===== config.mk =====
export PLATFORM = sky130hd
export DESIGN_NAME = chol_queue
export DESIGN_NICKNAME = d
export VERILOG_FILES = /design/src/chol_pkg.sv /design/src/chol_queue.sv
export SDC_FILE = /design/constraint.sdc
export NUM_CORES = 1
export LEC_CHECK = 0
export BUFFER_PORTS_ARGS = -buffer_cell sky130_fd_sc_hd__buf_2
export CORE_MARGIN = 4
export CORE_UTILIZATION = 52
export DETAILED_ROUTE_END_ITERATION = 12
export GPL_ROUTABILITY_DRIVEN = 0
export PLACE_DENSITY = 0.79
export SLEW_MARGIN = 20
export SYNTH_ARGS = -nofsm -noshare
export SYNTH_HDL_FRONTEND = slang
export SYNTH_SLANG_ARGS = --single-unit

===== constraint.sdc =====
create_clock -name clk -period 4.35 [get_ports clk]
set_clock_uncertainty 0.2 [all_clocks]
set_input_delay 0 -clock clk [delete_from_list [all_inputs] [get_ports clk]]
set_output_delay 0 -clock clk [all_outputs]
set_load 0.005 [all_outputs]

===== src/chol_pkg.sv =====
// Shared types and constants for the cell height obstacle labeler.
package chol_pkg;

  localparam int IDX_W   = 14;
  localparam int BEAM_W  = 6;
  localparam int Z_W     = 16;
  localparam int H_W     = 17;
  localparam int CNT_W   = 16;
  localparam int FRAME_W = 16;
  localparam int RANGE_W = 16;
  localparam int CFG_W   = 10;
  localparam int CFG_IDX_W = 2;

  localparam logic signed [H_W-1:0] BAND_LOW  = -17'sd250;
  localparam logic signed [H_W-1:0] BAND_HIGH = -17'sd60;
  localparam logic [RANGE_W-1:0]    MIN_RANGE = 16'd100;
  localparam logic [CNT_W:0]        HIT_STEP  = 17'd2;

  localparam logic signed [H_W-1:0] MIN_RESET = 17'sh0FFFF;
  localparam logic signed [H_W-1:0] MAX_RESET = 17'sh10000;

  localparam logic [CFG_W-1:0] OBST_RESET = 10'd30;
  localparam logic [CFG_W-1:0] OVER_RESET = 10'd200;

  typedef enum logic [CFG_IDX_W-1:0] {
    REG_OBSTACLE_HEIGHT = 2'd0,
    REG_OVERPASS_HEIGHT = 2'd1,
    REG_FORCE_OBSTACLE  = 2'd2
  } cfg_reg_t;

  typedef enum logic [1:0] {
    ST_CLEAR,
    ST_IDLE,
    ST_CALC
  } back_state_t;

  typedef struct packed {
    logic                    addr_ok;
    logic                    upd_ok;
    logic [IDX_W-1:0]        cell_index;
    logic signed [H_W-1:0]   z;
    logic                    range_ok;
    logic                    pobs;
    logic [FRAME_W-1:0]      frame;
  } point_t;

  typedef struct packed {
    logic signed [H_W-1:0] min_h;
    logic signed [H_W-1:0] max_h;
    logic                  obst;
    logic [FRAME_W-1:0]    last_frame;
    logic [CNT_W-1:0]      hits;
    logic [CNT_W-1:0]      seen;
  } cell_t;

  typedef struct packed {
    logic clearing;
  } back_status_t;

  localparam cell_t CELL_RESET = '{
    min_h: MIN_RESET, max_h: MAX_RESET, obst: 1'b0,
    last_frame: '1, hits: '0, seen: '0
  };

endpackage


===== src/chol_queue.sv =====
// Two-entry queue between the front and back parts.
module chol_queue import chol_pkg::*; (
  input  logic   clk,
  input  logic   rst,
  input  logic   push,
  input  point_t push_data,
  input  logic   pop,
  output logic   full,
  output logic   not_empty,
  output point_t head
);

  point_t     slots [2];
  logic       wr_ptr;
  logic       rd_ptr;
  logic [1:0] count;

  assign full      = count == 2'd2;
  assign not_empty = count != 2'd0;
  assign head      = slots[rd_ptr];

  always_ff @(posedge clk) begin
    if (push) begin
      slots[wr_ptr] <= push_data;
    end
  end

  always_ff @(posedge clk) begin
    if (rst) begin
      wr_ptr <= 1'b0;
      rd_ptr <= 1'b0;
      count  <= 2'd0;
    end else begin
      if (push) wr_ptr <= !wr_ptr;
      if (pop) rd_ptr <= !rd_ptr;
      count <= count + 2'(push) - 2'(pop);
    end
  end

endmodule


Word-level counts from Yosys, hierarchy flattened. Memories as Yosys holds them, arrays and structs flattened. A register that Yosys moved wholly into a read port is not among the register bits. Cells that the tools add are included.

Flip-flop bits (word level): 4. Memories: 1. Bits in writable memories: 102.

Memories: slots (words 2, width 51, rd ports 1, clocked after memory_dff 1, wr ports 1, RTL line chol_queue.sv:13) `point_t slots [2];`.

Muxes and demuxes: 4. Reduce and logical (&&, ||, !) cells: 3. Eq/ne operators: 1. $add $sub $neg: 2.

Operators with widths (count): $mux 1 (4); $add 2x1->2 (1); $eq 2x2->1 const B (1); $logic_not 1->1 (2); $reduce_bool 2->1 (1); $sub 2x1->2 (1).

Longest topological paths before layout. Gate-level depths: netlist of the first run.

Depth in word-level cells: 3. Gate-level depth with buffers: 6. Gate-level depth less buffers: 6.

Least setup slack after synthesis of the first run. Ideal clock, no wire load.

Path type: reg2reg. Start point: register wr_ptr. End point: memory slots[0][0] (netlist bit) (enable). Setup slack: 1.082 ns. Cell stages (with the launch flop): 2. Setup time: 0.466 ns. Arrival time: 2.602 ns. Required time: 3.684 ns. Clock period less this slack: 3.268 ns. Buffers on the path: 0. Path through: dfxtp_1 -> nor2b_1.

RTL lines: start: declaration (RTL line chol_queue.sv:14) `logic wr_ptr;`; start signal: assignment (RTL line chol_queue.sv:34) `if (push) wr_ptr <= !wr_ptr;`; end: declaration (RTL line chol_queue.sv:13).

No word-level cell before the write port.

==> flow_summary.ini, run 1 <==
[layout]
final_cell_mix = buf_2, edfxtp_1, dlygate4sd3_1
area_growth_pct = 32.4
final_common_cell = buf_2
instances_no_fill = 453
final_layout_size_suffix_gt1_share_pct = 50.1
final_nets = 406
num_antenna_cells = 0

[critical_path]
startpoint_type = register
crit_type = reg2out
cp_data_required_time_ns = 4.15
path_max_fanout = 51
worst-r2r-setup-slack_ns = 2.33
r2r-start = wr_ptr$_SDFFE_PP0P_
cp_data_arrival_time_ns = 1.89
cp-end-kind = primary output

[clock_tree]
cts_tree = done
numCtsBuffers = 9
clk_latency_ns = 0.34
cts_setup_buffers = 0
cts.clk_slew.worst_paths_ns = 0.09
clock_path_buffers = 2
clkSinkCount = 107
htree_levels = 3
ctsResizeCount = 0
clockRootBuffer = clkbuf_8
hold_buffers = 55

[die]
io_pins = 108
start_util_pct = 53.5
die_w_um = 97.4
rows = 32
die_h_um = 97.4
dieArea_um2 = 9480
core_area_um2 = 7770

[synthesis]
yosysUniqueCellTypes = 14
synth_xor_area_share_pct = 0.964
syn_inst = 180
synthSimpleGateAreaFrac_pct = 1.11
synth_top_family_by_area = multiplexers
synth_compound_area_share_pct = 0
avgSynthCellArea_um2 = 23.1
synth_mux_area_share_pct = 18.3
syn_area_um2 = 4160
synth_adder_area_share_pct = 0.602
yosys_warnings = 0
ys_ff_latch = 107
synth.net_count = 237
ys_seq_area_share_pct = 76.1

[detailed_routing]
vias = 2175
wl_per_cell_um = 15.9
postRouteWirelength_mm = 7.22
dr.pass1.iters = 4
drc = 0
viasPerCell = 4.80
ant_nets = 0
detail_route.iter0.violations = 74

[global_routing]
track_usage_pct = 15.7
antenna_found_initial = 0
grt_max_degree = 52
first_global_vias = 2359
grt_pass1_wl_mm = 11.5
overflow = 0

[place]
dp.cells = 385
io_buffer_count = 107
hpwl_mm = 4.45
dp_slack_ns = 2.31

[timing]
tightest_slew_ns = 0.944
drv_slew = 0
fin_hold_ws_ns = 0.171
slew_headroom_pct = 37.1
max_freq_mhz = 478
hold_viol = 0
period_share_pct = 48.1
grt_setup_unrepaired = no
period_needed_ns = 2.09
fin_setup_tns_ns = 0
finalSetupViolations = 0
layout_setup_ws_ns = 2.26

[power]
power_density_nw_per_um2 = 401
p_leak_nw = 2.22
peakVddDrop_mv = 0.264

[outcome]
status = finished clean

[worst_hold_path]
hold_class = in2reg
hold_start = push_data[48]

[flow_run]
max-cap-violations = 0
[stage by stage]
step / utilization [%] / cell area, µm² / power [mW]
final: 70.8 / 5500 / 2.21
after detailed placement: 61.0 / 4730 / 1.52
after global placement: 61.0 / 4730 / 1.51
after floorplan: - / 4160 / 1.43
after CTS: 70.8 / 5500 / 2.22
after global routing: 70.8 / 5500 / 2.29
[area by class of cell]
type	count	area, µm²
sequential	107	3170
fill	495	2260
timing repair buffer	164	1100
multi-input combinational	65	882
clock buffer	10	128
tap	102	128
clock inverter	3	90.1
inverter	2	7.51
[cells in the mapped netlist]
master	count	share of area, %
mux2_4	50	18
ha_1	2	0.60
and2_1	1	0.15
nor2b_1	3	0.45
inv_1	2	0.18
dfxtp_1	5	2.4
xnor3_1	1	0.54
xnor2_1	2	0.42
mux2_2	1	0.27
nor2_1	4	0.36
buf_6	1	0.27
or2_2	1	0.15
buf_12	5	2.4
edfxtp_1	102	74
[critical path: stages, from the launching register on]
cell,delay (ns)
dfxtp_4,0.99
mux2_2,0.42
buf_2,0.13
[kinds of logic (layout without fill, tap and decap cells)]
kind of cell / count (synthesis) / after routing
muxes: 51 / 51
xor gates and xnor gates: 3 / 3
buffers and inverters: 8 / 179
DFF: 107 / 107
adders and majority gates: 2 / 2
and+or+nand+nor: 9 / 9
[power breakdown]
part | switching [mW] | leakage (nW) | internal [mW]
clock | 0.298 | 0.108 | 0.374
sequential | 0.0433 | 1.00 | 1.20
combinational | 0.103 | 1.11 | 0.189
[flip-flops by register name (all words and copies together), names as in the netlist, named ones only]
signal and count:
count 2, rd_ptr 1, slots 102, wr_ptr 1
[final timing paths]
check / cells past startpoint / to
worst max-delay path: 2 / head[50]
worst min-delay path: 2 / slots[0][48]$_DFFE_PP_
worst max register to register: 2 / slots[0][7]$_DFFE_PP_
worst min register to register: 2 / rd_ptr$_SDFFE_PP0P_
[layer usage]
| layer | wire (µm) | GRT usage (%) | up-vias |
|---|---|---|---|
| met1 | 3050 | 18.8 | 1034 |
| met5 | 0 | 0 | - |
| met2 | 3610 | 26.6 | 90 |
| met3 | 396 | 3.37 | 18 |
| met4 | 163 | 8.31 | 0 |
| li1 | - | - | 1033 |
(Power assumes the default switching activity.)
==> run 2: changes to the inputs <==
==> constraint.sdc (replaced) <==
create_clock -name clk -period 2 [get_ports clk]
set_clock_uncertainty 0.2 [all_clocks]
set_input_delay 0 -clock clk [delete_from_list [all_inputs] [get_ports clk]]
set_output_delay 0 -clock clk [all_outputs]
set_load 0.005 [all_outputs]
==> flow_summary.ini, run 2 (synthesis gave the netlist of run 1 again) <==
[power]
p_leak_nw = 2.22
power_density_nw_per_um2 = 818
peakVddDrop_mv = 0.527
power.total_mw = 4.53

[clock_tree]
clk_latency_ns = 0.35
cts.clk_slew.worst_paths_ns = 0.10
clkSinkCount = 107
clockRootBuffer = clkbuf_8
numCtsBuffers = 9
htree_levels = 3
clock_path_buffers = 2
cts_setup_buffers = 0
cts_tree = done

[layout]
top_regs = slots: 102 flops, count: 2 flops
instances_no_fill = 460
stdcell_area_um2 = 5540
fillers = 496
final_common_cell = buf_2
final_layout_size_suffix_gt1_share_pct = 50.8
multiInputGateArea_um2 = 882
fin_util_pct = 71.3
largest_reg_flops = 102
final_nets = 410
area_growth_pct = 33.3
num_antenna_cells = 0
largest_register = slots
final_cell_mix = buf_2, edfxtp_1, dlygate4sd3_1
regArea_um2 = 3170

[critical_path]
worst-r2r-setup-slack_ns = 0.05
cp-end-kind = register
crit_type = reg2reg
cp_data_required_time_ns = 2.04
path_max_fanout = 3
startpoint_type = register
cp_data_arrival_time_ns = 1.99

[place]
postPlaceCellArea_um2 = 4810
hpwl_mm = 4.49
dp.cells = 389
io_buffer_count = 107
dp_slack_ns = 0.418

[timing]
tightest_slew_ns = 0.247
fin_setup_tns_ns = 0
finalSetupViolations = 0
period_share_pct = 97.4
max_freq_mhz = 514
layout_setup_ws_ns = 0.0529
grt_setup_unrepaired = no
fin_hold_ws_ns = 0.161
slew_headroom_pct = 83.5
hold_viol = 0
drv_slew = 0
period_needed_ns = 1.95

[detailed_routing]
vias = 2168
ant_nets = 0
detail_route.iter0.violations = 67
postRouteWirelength_mm = 7.55
dr.pass1.iters = 4
wl_per_cell_um = 16.4
drc = 0
viasPerCell = 4.71

[worst_hold_path]
hold_class = in2reg

[die]
die_h_um = 97.4
die_w_um = 97.4
start_util_pct = 53.5
core_area_um2 = 7770
io_pins = 108
rows = 32
dieArea_um2 = 9480

[global_routing]
track_usage_pct = 16.8
first_global_vias = 2507
grt_max_degree = 39
grt_pass1_wl_mm = 12.3
overflow = 0
antenna_found_initial = 0

[outcome]
status = finished clean

[flow_run]
max-cap-violations = 0
==> run 2: cell type report <==
cell class	count	share of cell area, %
Clock buffer	13	2.69
Timing Repair Buffer	168	21.3
Tap cell	102	2.30
Sequential cell	107	57.2
Inverter	2	0.136
Multi-Input combinational cell	65	15.9
Clock inverter	3	0.429
==> run 2: critical path, stage by stage, from the launching register on <==
cell           delay, ns
dfxtp_2             0.35
inv_1               0.05
ha_1                0.27
inv_1               0.04
ha_1                0.25
nor2b_1             0.12
dlygate4sd3_1       0.55
==> run 2: final timing paths <==
kind / startpoint / to / cells after the start
max: count[0]$_SDFF_PP0_ / count[0]$_SDFF_PP0_ / 6
min: push_data[24] / slots[1][24]$_DFFE_PP_ / 2
max reg2reg: count[0]$_SDFF_PP0_ / count[0]$_SDFF_PP0_ / 6
min reg2reg: rd_ptr$_SDFFE_PP0P_ / rd_ptr$_SDFFE_PP0P_ / 2
==> run 2: power breakdown <==
part / switching (mW) / leakage, nW / internal, mW
Combinational: 0.270 / 1.14 / 0.435
Sequential: 0.0546 / 1.00 / 2.61
Clock: 0.665 / 0.0803 / 0.494
Total: 0.990 / 2.22 / 3.54
==> run 2: metal layers <==
layer	routed length, µm	share of wire (%)	global-route usage, %
met1	2890	38	19.1
met2	4020	53	29.6
met3	435	5.8	4.81
met4	196	2.6	6.82
met5	0	0	0
==> run 2: timing repair <==
action | in CTS | in global routing
hold buffers | 55 | 0
setup endpoints to repair | 0 | 1
gates resized for setup | 0 | 1
endpoints found under the hold margin | 107 | 0
==> run 3: changes to the inputs <==
--- a/config.mk
+++ b/config.mk
@@ -7,10 +7,10 @@
 export LEC_CHECK = 0
 export BUFFER_PORTS_ARGS = -buffer_cell sky130_fd_sc_hd__buf_2
 export CORE_MARGIN = 4
-export CORE_UTILIZATION = 52
+export CORE_UTILIZATION = 50
 export DETAILED_ROUTE_END_ITERATION = 12
 export GPL_ROUTABILITY_DRIVEN = 0
-export PLACE_DENSITY = 0.79
+export PLACE_DENSITY = 0.76
 export SLEW_MARGIN = 20
 export SYNTH_ARGS = -nofsm -noshare
 export SYNTH_HDL_FRONTEND = slang
==> flow_summary.ini, run 3 (synthesis gave the netlist of run 1 again) <==
[power]
p_leak_nw = 2.22
p_int_mw = 3.49
power_density_nw_per_um2 = 812
power_frac_clock_pct = 25.1
switching_share_pct = 22.1
seq_power_share_pct = 59.4
net-switching-power_mw = 0.991
power_frac_comb_pct = 15.5
peakVddDrop_mv = 0.619

[critical_path]
cp-end-kind = register
cp_data_required_time_ns = 2.04
startpoint_type = register
crit_type = reg2reg
cp_data_arrival_time_ns = 1.95
path_max_fanout = 3

[die]
start_util_pct = 52.7
dieArea_um2 = 9830
core_area_um2 = 7890
die_w_um = 99.2
io_pins = 108
rows = 32
die_h_um = 99.2

[timing]
tightest_slew_ns = 0.437
period_needed_ns = 1.91
period_share_pct = 95.5
max_freq_mhz = 524
hold_viol = 0
fin_setup_tns_ns = 0
slew_headroom_pct = 70.9
drv_slew = 0
grt_setup_unrepaired = no
finalSetupViolations = 0

[global_routing]
track_usage_pct = 15.0
antenna_found_initial = 1
grt_max_degree = 34
first_global_vias = 2311
overflow = 0
grt_pass1_wl_mm = 11.3

[clock_tree]
clk_latency_ns = 0.34
htree_levels = 3
cts_setup_buffers = 0
clkSinkCount = 107
clockRootBuffer = clkbuf_8
cts.clk_slew.worst_paths_ns = 0.09
clock_path_buffers = 2
numCtsBuffers = 9
cts_tree = done

[detailed_routing]
dr.pass1.iters = 4
vias = 2174
postRouteWirelength_mm = 7.15
wl_per_cell_um = 15.5
detail_route.iter0.violations = 76
viasPerCell = 4.72
ant_nets = 0
drc = 0

[layout]
final_nets = 410
final_cell_mix = buf_2, edfxtp_1, dlygate4sd3_1
regArea_um2 = 3170
top_regs = slots: 102 flops, count: 2 flops
stdcell_area_um2 = 5530
final_common_cell = buf_2
largest_reg_flops = 102
area_growth_pct = 33.0
final_layout_size_suffix_gt1_share_pct = 50.8
multiInputGateArea_um2 = 882
fillers = 500
largest_register = slots

[worst_hold_path]
hold_class = in2reg

[outcome]
status = finished clean

[place]
postPlaceCellArea_um2 = 4800
io_buffer_count = 107
hpwl_mm = 4.65

[flow_run]
max-cap-violations = 0
run 3: metal layers:
| layer | vias to the layer above | routed length, µm | GRT usage, % |
|---|---|---|---|
| met5 | - | 0 | 0 |
| li1 | 1050 | - | - |
| met1 | 1063 | 2750 | 16.5 |
| met3 | 6 | 301 | 2.88 |
| met2 | 55 | 4030 | 27.9 |
| met4 | 0 | 69 | 6.30 |
run 3: cell type report:
type,instances,area share (%)
diodes,1,0.0453
multi-input cells,65,16.0
well taps,102,2.31
inverters,2,0.136
clock inverters,6,0.747
repair buffers,168,21.2
clock buffers,10,2.31
flip-flops and latches,107,57.3
run 3: repair_timing:
action | in CTS | in global routing
gates resized for setup | 0 | 1
endpoints found under the hold margin | 107 | 0
endpoints found under the setup margin | 0 | 1
hold buffers | 55 | 0
run 3: power groups by stage:
stage	sequential (mW)	combinational, mW	clock (mW)
floorplan	2.69	0.407	0
global placement	2.71	0.605	0
detailed placement	2.72	0.615	0
CTS	2.67	0.704	1.18
global route	2.68	0.751	1.26
finish	2.67	0.694	1.13
run 3: through the flow:
stage | util (%) | total power [mW] | worst slack, ns | hold WS [ns] | cells
floorplan | - | 3.10 | 0.276 | -0.128 | 180
global placement | 60.9 | 3.31 | 0.491 | -0.0126 | 389
detailed placement | 60.9 | 3.33 | 0.416 | -0.00836 | 389
CTS | 70.0 | 4.55 | 0.0863 | 0.144 | 460
global route | 70.1 | 4.69 | 0.0209 | 0.147 | 461
finish | 70.1 | 4.48 | 0.0908 | 0.169 | 461
run 3: worst max-delay path: stages (launching register included):
cell,delay (ns)
dfxtp_2,0.34
inv_1,0.04
ha_1,0.26
inv_1,0.04
ha_1,0.25
nor2b_1,0.13
dlygate4sd3_1,0.55
run 3: final timing paths:
kind,startpoint,end,cells past startpoint,slack (ns)
hold / removal,push_data[11],slots[0][11]$_DFFE_PP_,2,0.17
hold reg to reg,rd_ptr$_SDFFE_PP0P_,rd_ptr$_SDFFE_PP0P_,2,0.32
setup / recovery,count[0]$_SDFF_PP0_,count[0]$_SDFF_PP0_,6,0.09
setup reg to reg,count[0]$_SDFF_PP0_,count[0]$_SDFF_PP0_,6,0.09
