==> src/chol_pkg.sv <==
// Shared types and constants for the cell height obstacle labeler.
package chol_pkg;

  localparam int IDX_W   = 14;
  localparam int BEAM_W  = 6;
  localparam int Z_W     = 16;
  localparam int H_W     = 17;
  localparam int CNT_W   = 16;
  localparam int FRAME_W = 16;
  localparam int RANGE_W = 16;
  localparam int CFG_W   = 10;
  localparam int CFG_IDX_W = 2;

  localparam logic signed [H_W-1:0] BAND_LOW  = -17'sd250;
  localparam logic signed [H_W-1:0] BAND_HIGH = -17'sd60;
  localparam logic [RANGE_W-1:0]    MIN_RANGE = 16'd100;
  localparam logic [CNT_W:0]        HIT_STEP  = 17'd2;

  localparam logic signed [H_W-1:0] MIN_RESET = 17'sh0FFFF;
  localparam logic signed [H_W-1:0] MAX_RESET = 17'sh10000;

  localparam logic [CFG_W-1:0] OBST_RESET = 10'd30;
  localparam logic [CFG_W-1:0] OVER_RESET = 10'd200;

  typedef enum logic [CFG_IDX_W-1:0] {
    REG_OBSTACLE_HEIGHT = 2'd0,
    REG_OVERPASS_HEIGHT = 2'd1,
    REG_FORCE_OBSTACLE  = 2'd2
  } cfg_reg_t;

  typedef enum logic [1:0] {
    ST_CLEAR,
    ST_IDLE,
    ST_CALC
  } back_state_t;

  typedef struct packed {
    logic                    addr_ok;
    logic                    upd_ok;
    logic [IDX_W-1:0]        cell_index;
    logic signed [H_W-1:0]   z;
    logic                    range_ok;
    logic                    pobs;
    logic [FRAME_W-1:0]      frame;
  } point_t;

  typedef struct packed {
    logic signed [H_W-1:0] min_h;
    logic signed [H_W-1:0] max_h;
    logic                  obst;
    logic [FRAME_W-1:0]    last_frame;
    logic [CNT_W-1:0]      hits;
    logic [CNT_W-1:0]      seen;
  } cell_t;

  typedef struct packed {
    logic clearing;
  } back_status_t;

  localparam cell_t CELL_RESET = '{
    min_h: MIN_RESET, max_h: MAX_RESET, obst: 1'b0,
    last_frame: '1, hits: '0, seen: '0
  };

endpackage

==> src/chol_front.sv <==
// Front part: accepts points and classifies them before queuing.
module chol_front import chol_pkg::*; #(
  parameter int CELL_COUNT = 16384,
  parameter int BEAM_COUNT = 64
) (
  input  logic                     rst,
  input  logic                     in_valid,
  output logic                     in_stall,
  input  logic [IDX_W-1:0]         cell_index,
  input  logic                     cell_found,
  input  logic [BEAM_W-1:0]        beam_number,
  input  logic                     point_valid,
  input  logic signed [Z_W-1:0]    point_z_cm,
  input  logic signed [Z_W-1:0]    vehicle_z_cm,
  input  logic [RANGE_W-1:0]       raw_range,
  input  logic                     point_is_obstacle,
  input  logic [FRAME_W-1:0]       frame_count,
  input  logic                     q_full,
  input  back_status_t             status,
  output logic                     q_push,
  output point_t                   q_data
);

  logic signed [H_W-1:0] z;
  logic                  in_band;
  logic                  beam_ok;

  assign z       = H_W'(point_z_cm) + H_W'(vehicle_z_cm);
  assign in_band = (z > BAND_LOW) && (z < BAND_HIGH);
  assign beam_ok = 32'(beam_number) < 32'(BEAM_COUNT - 1);

  assign in_stall = rst || q_full || status.clearing;
  assign q_push   = in_valid && !in_stall;

  always_comb begin
    q_data.addr_ok    = cell_found && (32'(cell_index) < 32'(CELL_COUNT));
    q_data.upd_ok     = point_valid && beam_ok && in_band;
    q_data.cell_index = cell_index;
    q_data.z          = z;
    q_data.range_ok   = raw_range > MIN_RANGE;
    q_data.pobs       = point_is_obstacle;
    q_data.frame      = frame_count;
  end

endmodule

==> config.mk <==
export PLATFORM = sky130hd
export DESIGN_NAME = chol_front
export DESIGN_NICKNAME = d
export VERILOG_FILES = /design/src/chol_pkg.sv /design/src/chol_front.sv
export SDC_FILE = /design/constraint.sdc
export NUM_CORES = 1
export LEC_CHECK = 0
export ABC_AREA = 0
export BUFFER_PORTS_ARGS = -buffer_cell sky130_fd_sc_hd__buf_2
export CORE_MARGIN = 1
export CORE_UTILIZATION = 36
export DETAILED_ROUTE_END_ITERATION = 16
export PLACE_DENSITY = 0.9
export SETUP_SLACK_MARGIN = 0.3
export SYNTH_ARGS = -nofsm -noshare
export SYNTH_HDL_FRONTEND = slang
export SYNTH_SLANG_ARGS = --single-unit
==> constraint.sdc <==
create_clock -name vclk -period 7.4
set_input_delay 0.74 -clock vclk [all_inputs]
set_output_delay 0.74 -clock vclk [all_outputs]
set_load 0.05 [all_outputs]
**Yosys cells after proc, flatten, opt, wreduce, memory -nomap -nowiden**

Index checks and enable logic that the tools add are counted.

- Add/sub/neg operators: 1
- $lt $le $gt $ge: 4
- Reductions and logical operators: 7

Operator list:

| operator | count |
|---|---|
| adder 16 x 16 -> 17 bit | 1 |
| greater-than comparator 17 x 9 -> 1 bit, second input constant | 1 |
| < comparator 17 x 7 -> 1 bit, second input constant | 1 |
| greater-than comparator 16 x 7 -> 1 bit, second input constant | 1 |
| < comparator 6 bit, second input constant | 1 |
| logical AND 1 bit | 4 |
| logical OR 1 bit | 2 |
| zero test 1 bit | 1 |

- Register bits after elaboration: 0
- Output and inout port bits: 53
- Logic and storage cells: 12

**Depth between registers and ports, before layout**

Gate-level depths: netlist (run 1).

- Depth after elaboration: 4
- Mapped depth: 9
- Depth with buffers taken out: 9

**Worst setup path after synthesis (run 1)**

No wires, ideal clock.

- Path type: in2out
- Start: in point_z_cm[0]
- End: out q_data[49] (netlist name)
- Arrival: 4,846 ps
- Data required time: 6,660 ps
- Path slack: 1,814 ps
- Stages: 9
- Buffers on the path: 0
- Cells stage by stage: ha_1 fa_1 a211oi_1 o21ai_0 a31o_2 a221o_1 xor2_1 nand2_1 nor4_1

RTL lines:

| element | line | RTL |
|---|---|---|
| start: declaration | chol_front.sv:13 | `input logic signed [Z_W-1:0] point_z_cm,` |
| end: declaration | chol_front.sv:21 | `output point_t q_data` |

==> results of run 1 <==
-- metal layers --
| layer | global-route usage [%] | up-vias | wire (um) |
|---|---|---|---|
| li1 | - | 612 | - |
| met1 | 19.5 | 535 | 1120 |
| met2 | 31.4 | 78 | 1460 |
| met3 | 2.04 | 8 | 299 |
| met4 | 3.14 | 0 | 34 |
| met5 | 0 | - | 0 |
-- cell type report --
type	count	share of cell area, %
Inverter	7	2.02
Multi-Input combinational cell	104	64.3
Tap cell	31	2.98
Timing Repair Buffer	80	30.7
-- Yosys cell counts, drive strengths merged, types with 4 or more instances --
cell type and n:
a211oi 4, a21o 4, buf 32, ha 16, inv 7, nand2 6
nand3 5, nor2 9, o21ai 5, or3 4, xnor2 5, xor2 8
-- logic make-up after synthesis --
family	count (synthesis)	share of synthesized area [%]
buf+inv	40	24.5
compound gates	41	29.5
simple gates	32	14.9
xor+xnor	13	10.3
mux	1	1.02
fa+ha+maj	17	19.9
-- critical path: stages --
cell and delay (ns):
buf_2 0.10, ha_1 0.22, fa_1 0.41, a211oi_1 0.37, o21ai_0 0.26, a31o_2 0.31
a221o_1 0.35, xor2_1 0.18, nand2_1 0.07, nor4_1 0.16, buf_2 0.30
-- how the worst min path moves through the flow --
stage	slack, ns	end
3_5_place_dp	1.48	q_data[12]
5_1_grt	1.48	q_data[11]
6_report	1.48	q_data[1]
2_1_floorplan	1.65	q_data[0]
3_3_place_gp	1.48	q_data[12]
4_1_cts	1.48	q_data[12]
-- through the flow --
step	total power, mW	setup slack (ns)	util [%]	std cells	hold slack, ns
finish	0.185	3.18	46.0	222	1.48
global route	0.198	3.01	46.0	222	1.48
CTS	0.185	3.22	46.0	222	1.48
detailed placement	0.185	3.24	46.0	222	1.48
global placement	0.183	3.33	46.0	222	1.48
floorplan	0.185	1.81	-	144	1.65
-- power by group through the flow --
stage	clock (mW)	sequential [mW]	combinational, mW
3_5_place_dp	0	0	0.185
6_report	0	0	0.185
2_1_floorplan	0	0	0.185
4_1_cts	0	0	0.185
3_3_place_gp	0	0	0.183
5_1_grt	0	0	0.198
==> impl_metrics.tcl, run 1 <==
set metrics [dict create \
    grt_usage_pct 16.5 \
    synth_seq_area_share_pct 0 \
    p_clk_share_pct 0 \
    areaGrowthSynthToFinish_pct 17.5 \
    route.detailed.drc 8 \
    ant_nets 0 \
    cap_violations 0 \
    routedWlPerCell_um 13.1 \
    cp_max_fo 4 \
    final_cell_mix "buf_2 (80), ha_1 (16), nor2_1 (9), xor2_1 (8), inv_1 (7)" \
    peakVddDrop_mv 0.0371 \
    hold-path-cell-count 0 \
    drtIter0Drc 46 \
    worst-setup-path-type "in -> out" \
    via_count 1233 \
    syn_area_um2 1110 \
    post_cts_buffers 0 \
    cp-startpoint "point_z_cm[0]" \
    die_x_um 57.5 \
    nNetsFinal 301 \
    antenna_found_initial 0 \
    num-clock-buffers 0 \
    end_kind "output port" \
    timing.final.crit_share_pct 57.0 \
    rsz0062_at_grt "false" \
    worstPathRequired_ns 6.66 \
    design.seq.count 0 \
    gp_congestion 0.934 \
    yosys.area.top_type_share_pct 21.7 \
    seqPwrFrac_pct 0 \
    power.switching_uw 128 \
    dp_hpwl_um 2570 \
    regArea_um2 0 \
    arrival_ns 3.48 \
    setup.worst_path.end "q_data[49]" \
    die_h_um 57.5 \
    drtPass1Iterations 11 \
    grt_max_degree 8 \
    tightest_slew_ns 0.434 \
    setup-violations-final 0 \
    final_max_slew_viol_count 0 \
    period_needed_ns 4.22 \
    status "finished, violations left" \
    pin_count 144 \
    yosysWarnings 0 \
    p_int_uw 57.7 \
    initial_core_util_pct 39.2 \
    critPathLaunchType "input port" \
    hold_viol 0 \
    min-delay-start "frame_count[1]" \
    multi_input_area_um2 837 \
    avgViaCountPerCell 5.55 \
    drive_gt1_share_pct 46.1 \
    netlist_top_cells_area "buf_4 (22%), ha_1 (18%), xor2_1 (6.3%)" \
    drt-total-wl_um 2910 \
    violations "DRC" \
    port-buffer-count 80 \
    die_area_um2 3310 \
    relSlewSlack_pct 70.8 \
    syn_area_per_cell_um2 7.70 \
    fillCellCount 297 \
    max_freq_mhz 237 \
    holdBufCountCts 0 \
    grt_pass1_vias 1102 \
    syn-num-nets 252 \
    fin_area_um2 1300 \
    placed_area_um2 1300 \
    core_area_um2 2830 \
    p_comb_share_pct 100.0 \
    tns_ns 0 \
    min_path_type "in -> out" \
    cts-resized-gates 0 \
    synthCells 144 \
    p_sw_share_pct 68.9 \
    ys_types 42 \
    grt_pass1_wl_um 4490 \
    power_density_nw_per_um2 142 \
    rows 19 \
    n_antenna_cell 0 \
    p_leak_nw 0.686 \
    synth.largest_area_cell "buf_4" \
    grt_overflow_total 0 \
    layout_commonest_cell "buf_2" \
]
Note: power is estimated with default switching activity, not from simulation.
==> inputs of run 2 (changes only) <==
--- a/config.mk
+++ b/config.mk
@@ -8,9 +8,9 @@
 export ABC_AREA = 0
 export BUFFER_PORTS_ARGS = -buffer_cell sky130_fd_sc_hd__buf_2
 export CORE_MARGIN = 1
-export CORE_UTILIZATION = 36
+export CORE_UTILIZATION = 34
 export DETAILED_ROUTE_END_ITERATION = 16
-export PLACE_DENSITY = 0.9
+export PLACE_DENSITY = 0.86
 export SETUP_SLACK_MARGIN = 0.3
 export SYNTH_ARGS = -nofsm -noshare
 export SYNTH_HDL_FRONTEND = slang
==> constraint.sdc (replaced) <==
create_clock -name vclk -period 4.35
set_input_delay 0.435 -clock vclk [all_inputs]
set_output_delay 0.435 -clock vclk [all_outputs]
set_load 0.05 [all_outputs]
==> impl_metrics.tcl, run 2 (synthesis gave the netlist of run 1 again) <==
set metrics [dict create \
    critPathLaunchType "input port" \
    worst-setup-path-type "in -> out" \
    rsz0062_at_grt "false" \
    drtIter0Drc 41 \
    arrival_ns 3.11 \
    setup-violations-final 0 \
    tightest_slew_ns 0.385 \
    max_freq_mhz 282 \
    grt_overflow_total 0 \
    die_area_um2 3490 \
    final_max_slew_viol_count 0 \
    pin_count 144 \
    status "finished, final reports clean" \
    via_count 1249 \
    drt-total-wl_um 2860 \
    tns_ns 0 \
    die_h_um 59.1 \
    peakVddDrop_mv 0.0733 \
    post_cts_buffers 0 \
    route.detailed.drc 0 \
    port-buffer-count 80 \
    core_area_um2 3080 \
    p_comb_share_pct 100.0 \
    gp_congestion 0.851 \
    timing.final.crit_share_pct 81.6 \
    holdBufCountCts 0 \
    grt_usage_pct 15.7 \
    period_needed_ns 3.55 \
    power.switching_uw 222 \
    regArea_um2 0 \
    power_density_nw_per_um2 239 \
    design.seq.count 0 \
    finish.utilization_pct 43.8 \
    end_kind "output port" \
    nNetsFinal 301 \
    n_antenna_cell 0 \
    fillCellCount 329 \
    cp_max_fo 4 \
    hold-path-cell-count 0 \
    min_path_type "in -> out" \
    hold_viol 0 \
    grt_max_degree 8 \
    multi_input_area_um2 867 \
    areaGrowthSynthToFinish_pct 21.7 \
    drive_gt1_share_pct 47.6 \
    dp_hpwl_um 2600 \
    p_leak_nw 0.698 \
    routedWlPerCell_um 12.2 \
    final_cell_mix "buf_2 (80), ha_1 (16), nor2_1 (9), inv_1 (7), xor2_1 (7)" \
    p_clk_share_pct 0 \
    cts-resized-gates 0 \
    p_int_uw 100 \
    avgViaCountPerCell 5.31 \
    p_sw_share_pct 68.9 \
    layout_commonest_cell "buf_2" \
    seqPwrFrac_pct 0 \
    grt_pass1_vias 1172 \
    initial_core_util_pct 36.0 \
    cap_violations 0 \
    relSlewSlack_pct 74.1 \
    worstPathRequired_ns 3.91 \
    num-clock-buffers 0 \
    antenna_found_initial 0 \
    grt_pass1_wl_um 4440 \
    die_x_um 59.1 \
    ant_nets 0 \
    rows 20 \
    drtPass1Iterations 4 \
]
## run 2: per-layer routing
layer / global-route usage, % / wire, um / vias to the layer above
met5: 0 / 0 / -
met4: 6.12 / 82 / 0
met3: 2.40 / 224 / 22
met2: 29.2 / 1410 / 58
met1: 17.6 / 1150 / 560
li1: - / - / 609
## run 2: worst max-delay path: stages
cell      delay, ns
buf_2          0.10
ha_1           0.21
fa_1           0.41
a211oi_1       0.35
o21ai_0        0.24
a31o_2         0.31
a221o_1        0.38
a41oi_1        0.25
o22a_1         0.16
buf_2          0.25
## run 2: path summary, 6_finish.rpt
| check | startpoint | endpoint | slack, ns |
|---|---|---|---|
| setup / recovery | point_z_cm[0] | q_data[34] | 0.80 |
| hold / removal | frame_count[15] | q_data[15] | 0.87 |
## run 2: power by group through the flow
| stage | Clock [mW] | Sequential [mW] | Combinational [mW] |
|---|---|---|---|
| 6_report | 0 | 0 | 0.322 |
| 3_5_place_dp | 0 | 0 | 0.323 |
| 2_1_floorplan | 0 | 0 | 0.322 |
| 4_1_cts | 0 | 0 | 0.324 |
| 5_1_grt | 0 | 0 | 0.345 |
| 3_3_place_gp | 0 | 0 | 0.320 |
## run 2: final cells by class
cell class	instances	area share, %
repair buffers	80	29.7
inverters	7	1.95
well taps	44	4.08
multi-input cells	104	64.3
## run 2: through the flow
stage                     power (mW)  area [um2]  setup slack, ns  hold slack [ns]  cells
after floorplan                0.322        1140            0.427             1.04    144
after global placement         0.320        1350            0.872            0.870    235
after detailed placement       0.323        1350            0.814            0.870    235
after CTS                      0.324        1350            0.794            0.870    235
after global routing           0.345        1350            0.569            0.870    235
final                          0.322        1350            0.801            0.870    235
==> inputs of run 3 (changes only) <==
--- a/config.mk
+++ b/config.mk
@@ -5,12 +5,12 @@
 export SDC_FILE = /design/constraint.sdc
 export NUM_CORES = 1
 export LEC_CHECK = 0
-export ABC_AREA = 0
+export ABC_AREA = 1
 export BUFFER_PORTS_ARGS = -buffer_cell sky130_fd_sc_hd__buf_2
 export CORE_MARGIN = 1
-export CORE_UTILIZATION = 34
+export CORE_UTILIZATION = 39
 export DETAILED_ROUTE_END_ITERATION = 16
-export PLACE_DENSITY = 0.86
+export PLACE_DENSITY = 0.85
 export SETUP_SLACK_MARGIN = 0.3
 export SYNTH_ARGS = -nofsm -noshare
 export SYNTH_HDL_FRONTEND = slang
==> constraint.sdc (replaced) <==
create_clock -name vclk -period 3.52
set_input_delay 0.352 -clock vclk [all_inputs]
set_output_delay 0.352 -clock vclk [all_outputs]
set_load 0.05 [all_outputs]
==> impl_metrics.tcl, run 3 <==
set metrics [dict create \
    setup_ws_ns 0.849 \
    crit_slowest_cell "fa_1" \
    port-buffer-count 80 \
    seqPwrFrac_pct 0 \
    grt_pass1_vias 1453 \
    yosysWarnings 0 \
    power.switching_uw 289 \
    areaGrowthSynthToFinish_pct 15.0 \
    rsz0062_at_grt "false" \
    post_cts_buffers 0 \
    relSlewSlack_pct 80.1 \
    num-clock-buffers 0 \
    synth.largest_area_cell "nand2_1" \
    hold_viol 0 \
    synth_seq_area_share_pct 0 \
    core_area_um2 3690 \
    end_kind "output port" \
    final_max_slew_viol_count 0 \
    p_clk_share_pct 0 \
    grt_overflow_total 0 \
    die_x_um 64.3 \
    tns_ns 0 \
    die_h_um 64.3 \
    hold-path-cell-count 0 \
    dp.cells 379 \
    regArea_um2 0 \
    ys_types 28 \
    tightest_slew_ns 0.295 \
    power_uw 414 \
    netlist_top_cells_area "nand2_1 (24%), buf_4 (16%), ha_1 (13%)" \
    syn_area_per_cell_um2 5.35 \
    setup-violations-final 0 \
    ant_nets 0 \
    via_count 1826 \
    p_sw_share_pct 69.7 \
    yosys.cell_count.top_type "nand2_1" \
    route.detailed.drc 0 \
    min_path_type "in -> out" \
    cap_violations 0 \
    peakVddDrop_mv 0.0728 \
    n_antenna_cell 0 \
    arrival_ns 2.32 \
    grt_max_degree 7 \
    worst-setup-path-type "in -> out" \
    p_leak_nw 1.13 \
    avgViaCountPerCell 4.82 \
    post-place-ws_ns 0.855 \
    syn_area_um2 1520 \
    dp_hpwl_um 3370 \
    antenna_found_initial 0 \
    design.seq.count 0 \
    nNetsFinal 441 \
    gp_congestion 0.879 \
    holdBufCountCts 0 \
    path_delay_family "simple AND/OR/NAND/NOR gates" \
    die_area_um2 4140 \
    grt_pass1_wl_um 5900 \
    yosys.area.top_type_share_pct 23.8 \
    syn-num-nets 391 \
    drive_gt1_share_pct 30.5 \
    drtIter0Drc 57 \
    grt_usage_pct 17.1 \
    pin_count 144 \
    power_density_nw_per_um2 237 \
    drt-total-wl_um 3730 \
    layout_commonest_cell "nand2_1" \
    worstPathRequired_ns 3.17 \
    critPathLaunchType "input port" \
    crit_chain "buf_2 > ha_1 > fa_1 > nand2_1 > nand2_1 > nand3_1 > nand2_1 > nand2_1 > nand2_1 > nand2_1 > nand3_1 > nor2_1 > nand2_1 > nor2_1 > buf_2" \
    synthCells 283 \
    final_cell_mix "nand2_1 (96), buf_2 (80), inv_1 (49), nor2_1 (19), nand3_1 (18)" \
    cpMostUsedCell "nand2_1" \
    initial_core_util_pct 41.1 \
    routedWlPerCell_um 9.84 \
    finalNonFillerCells 379 \
    cts-resized-gates 0 \
    status "finished, final reports clean" \
    drtPass1Iterations 4 \
    timing.final.crit_share_pct 75.9 \
    max_freq_mhz 374 \
    synth_common_cells "nand2_1 (96), inv_1 (49), buf_4 (32)" \
    period_needed_ns 2.67 \
    p_int_uw 125 \
    rows 22 \
    cp_num_buf_inv 2 \
    worst-path-stages 15 \
    slowest_delay_ns 0.46 \
    cp_max_fo 3 \
    p_comb_share_pct 100.0 \
]
## run 3: cell families after synthesis
logic type / synth area share, %
XOR/XNOR: 1.16
AND/OR/NAND/NOR: 50.4
AO/OA/AOI/OAI: 5.70
buffers and inverters: 28.2
adder cells (fa/ha/maj): 14.5
## run 3: final timing paths
kind | slack (ns) | to | from
max | 0.85 | q_data[49] | point_z_cm[0]
min | 0.70 | q_data[0] | frame_count[0]
## run 3: final cells by class
cell class         instances  area, um2
fillers                  408       1950
multi-input cells        201       1090
repair buffers            80        400
inverters                 50        188
well taps                 48       60.1
## run 3: per-stage QoR
step           area, um2  utilization [%]  hold slack (ns)
2_1_floorplan       1520                -            0.871
3_3_place_gp        1740             47.3            0.704
3_5_place_dp        1740             47.3            0.704
4_1_cts             1740             47.3            0.704
5_1_grt             1740             47.3            0.704
6_report            1740             47.3            0.704
## run 3: power groups by stage
stage	combinational, mW	clock, mW	sequential [mW]
2_1_floorplan	0.407	0	0
3_3_place_gp	0.406	0	0
3_5_place_dp	0.413	0	0
4_1_cts	0.414	0	0
5_1_grt	0.450	0	0
6_report	0.414	0	0
## run 3: routing by layer
metal	up-vias	wire length (um)	global-route usage [%]
met4	0	27	2.78
met5	-	0	0
met1	801	1640	22.6
met3	8	277	0.714
li1	945	-	-
met2	72	1790	30.5
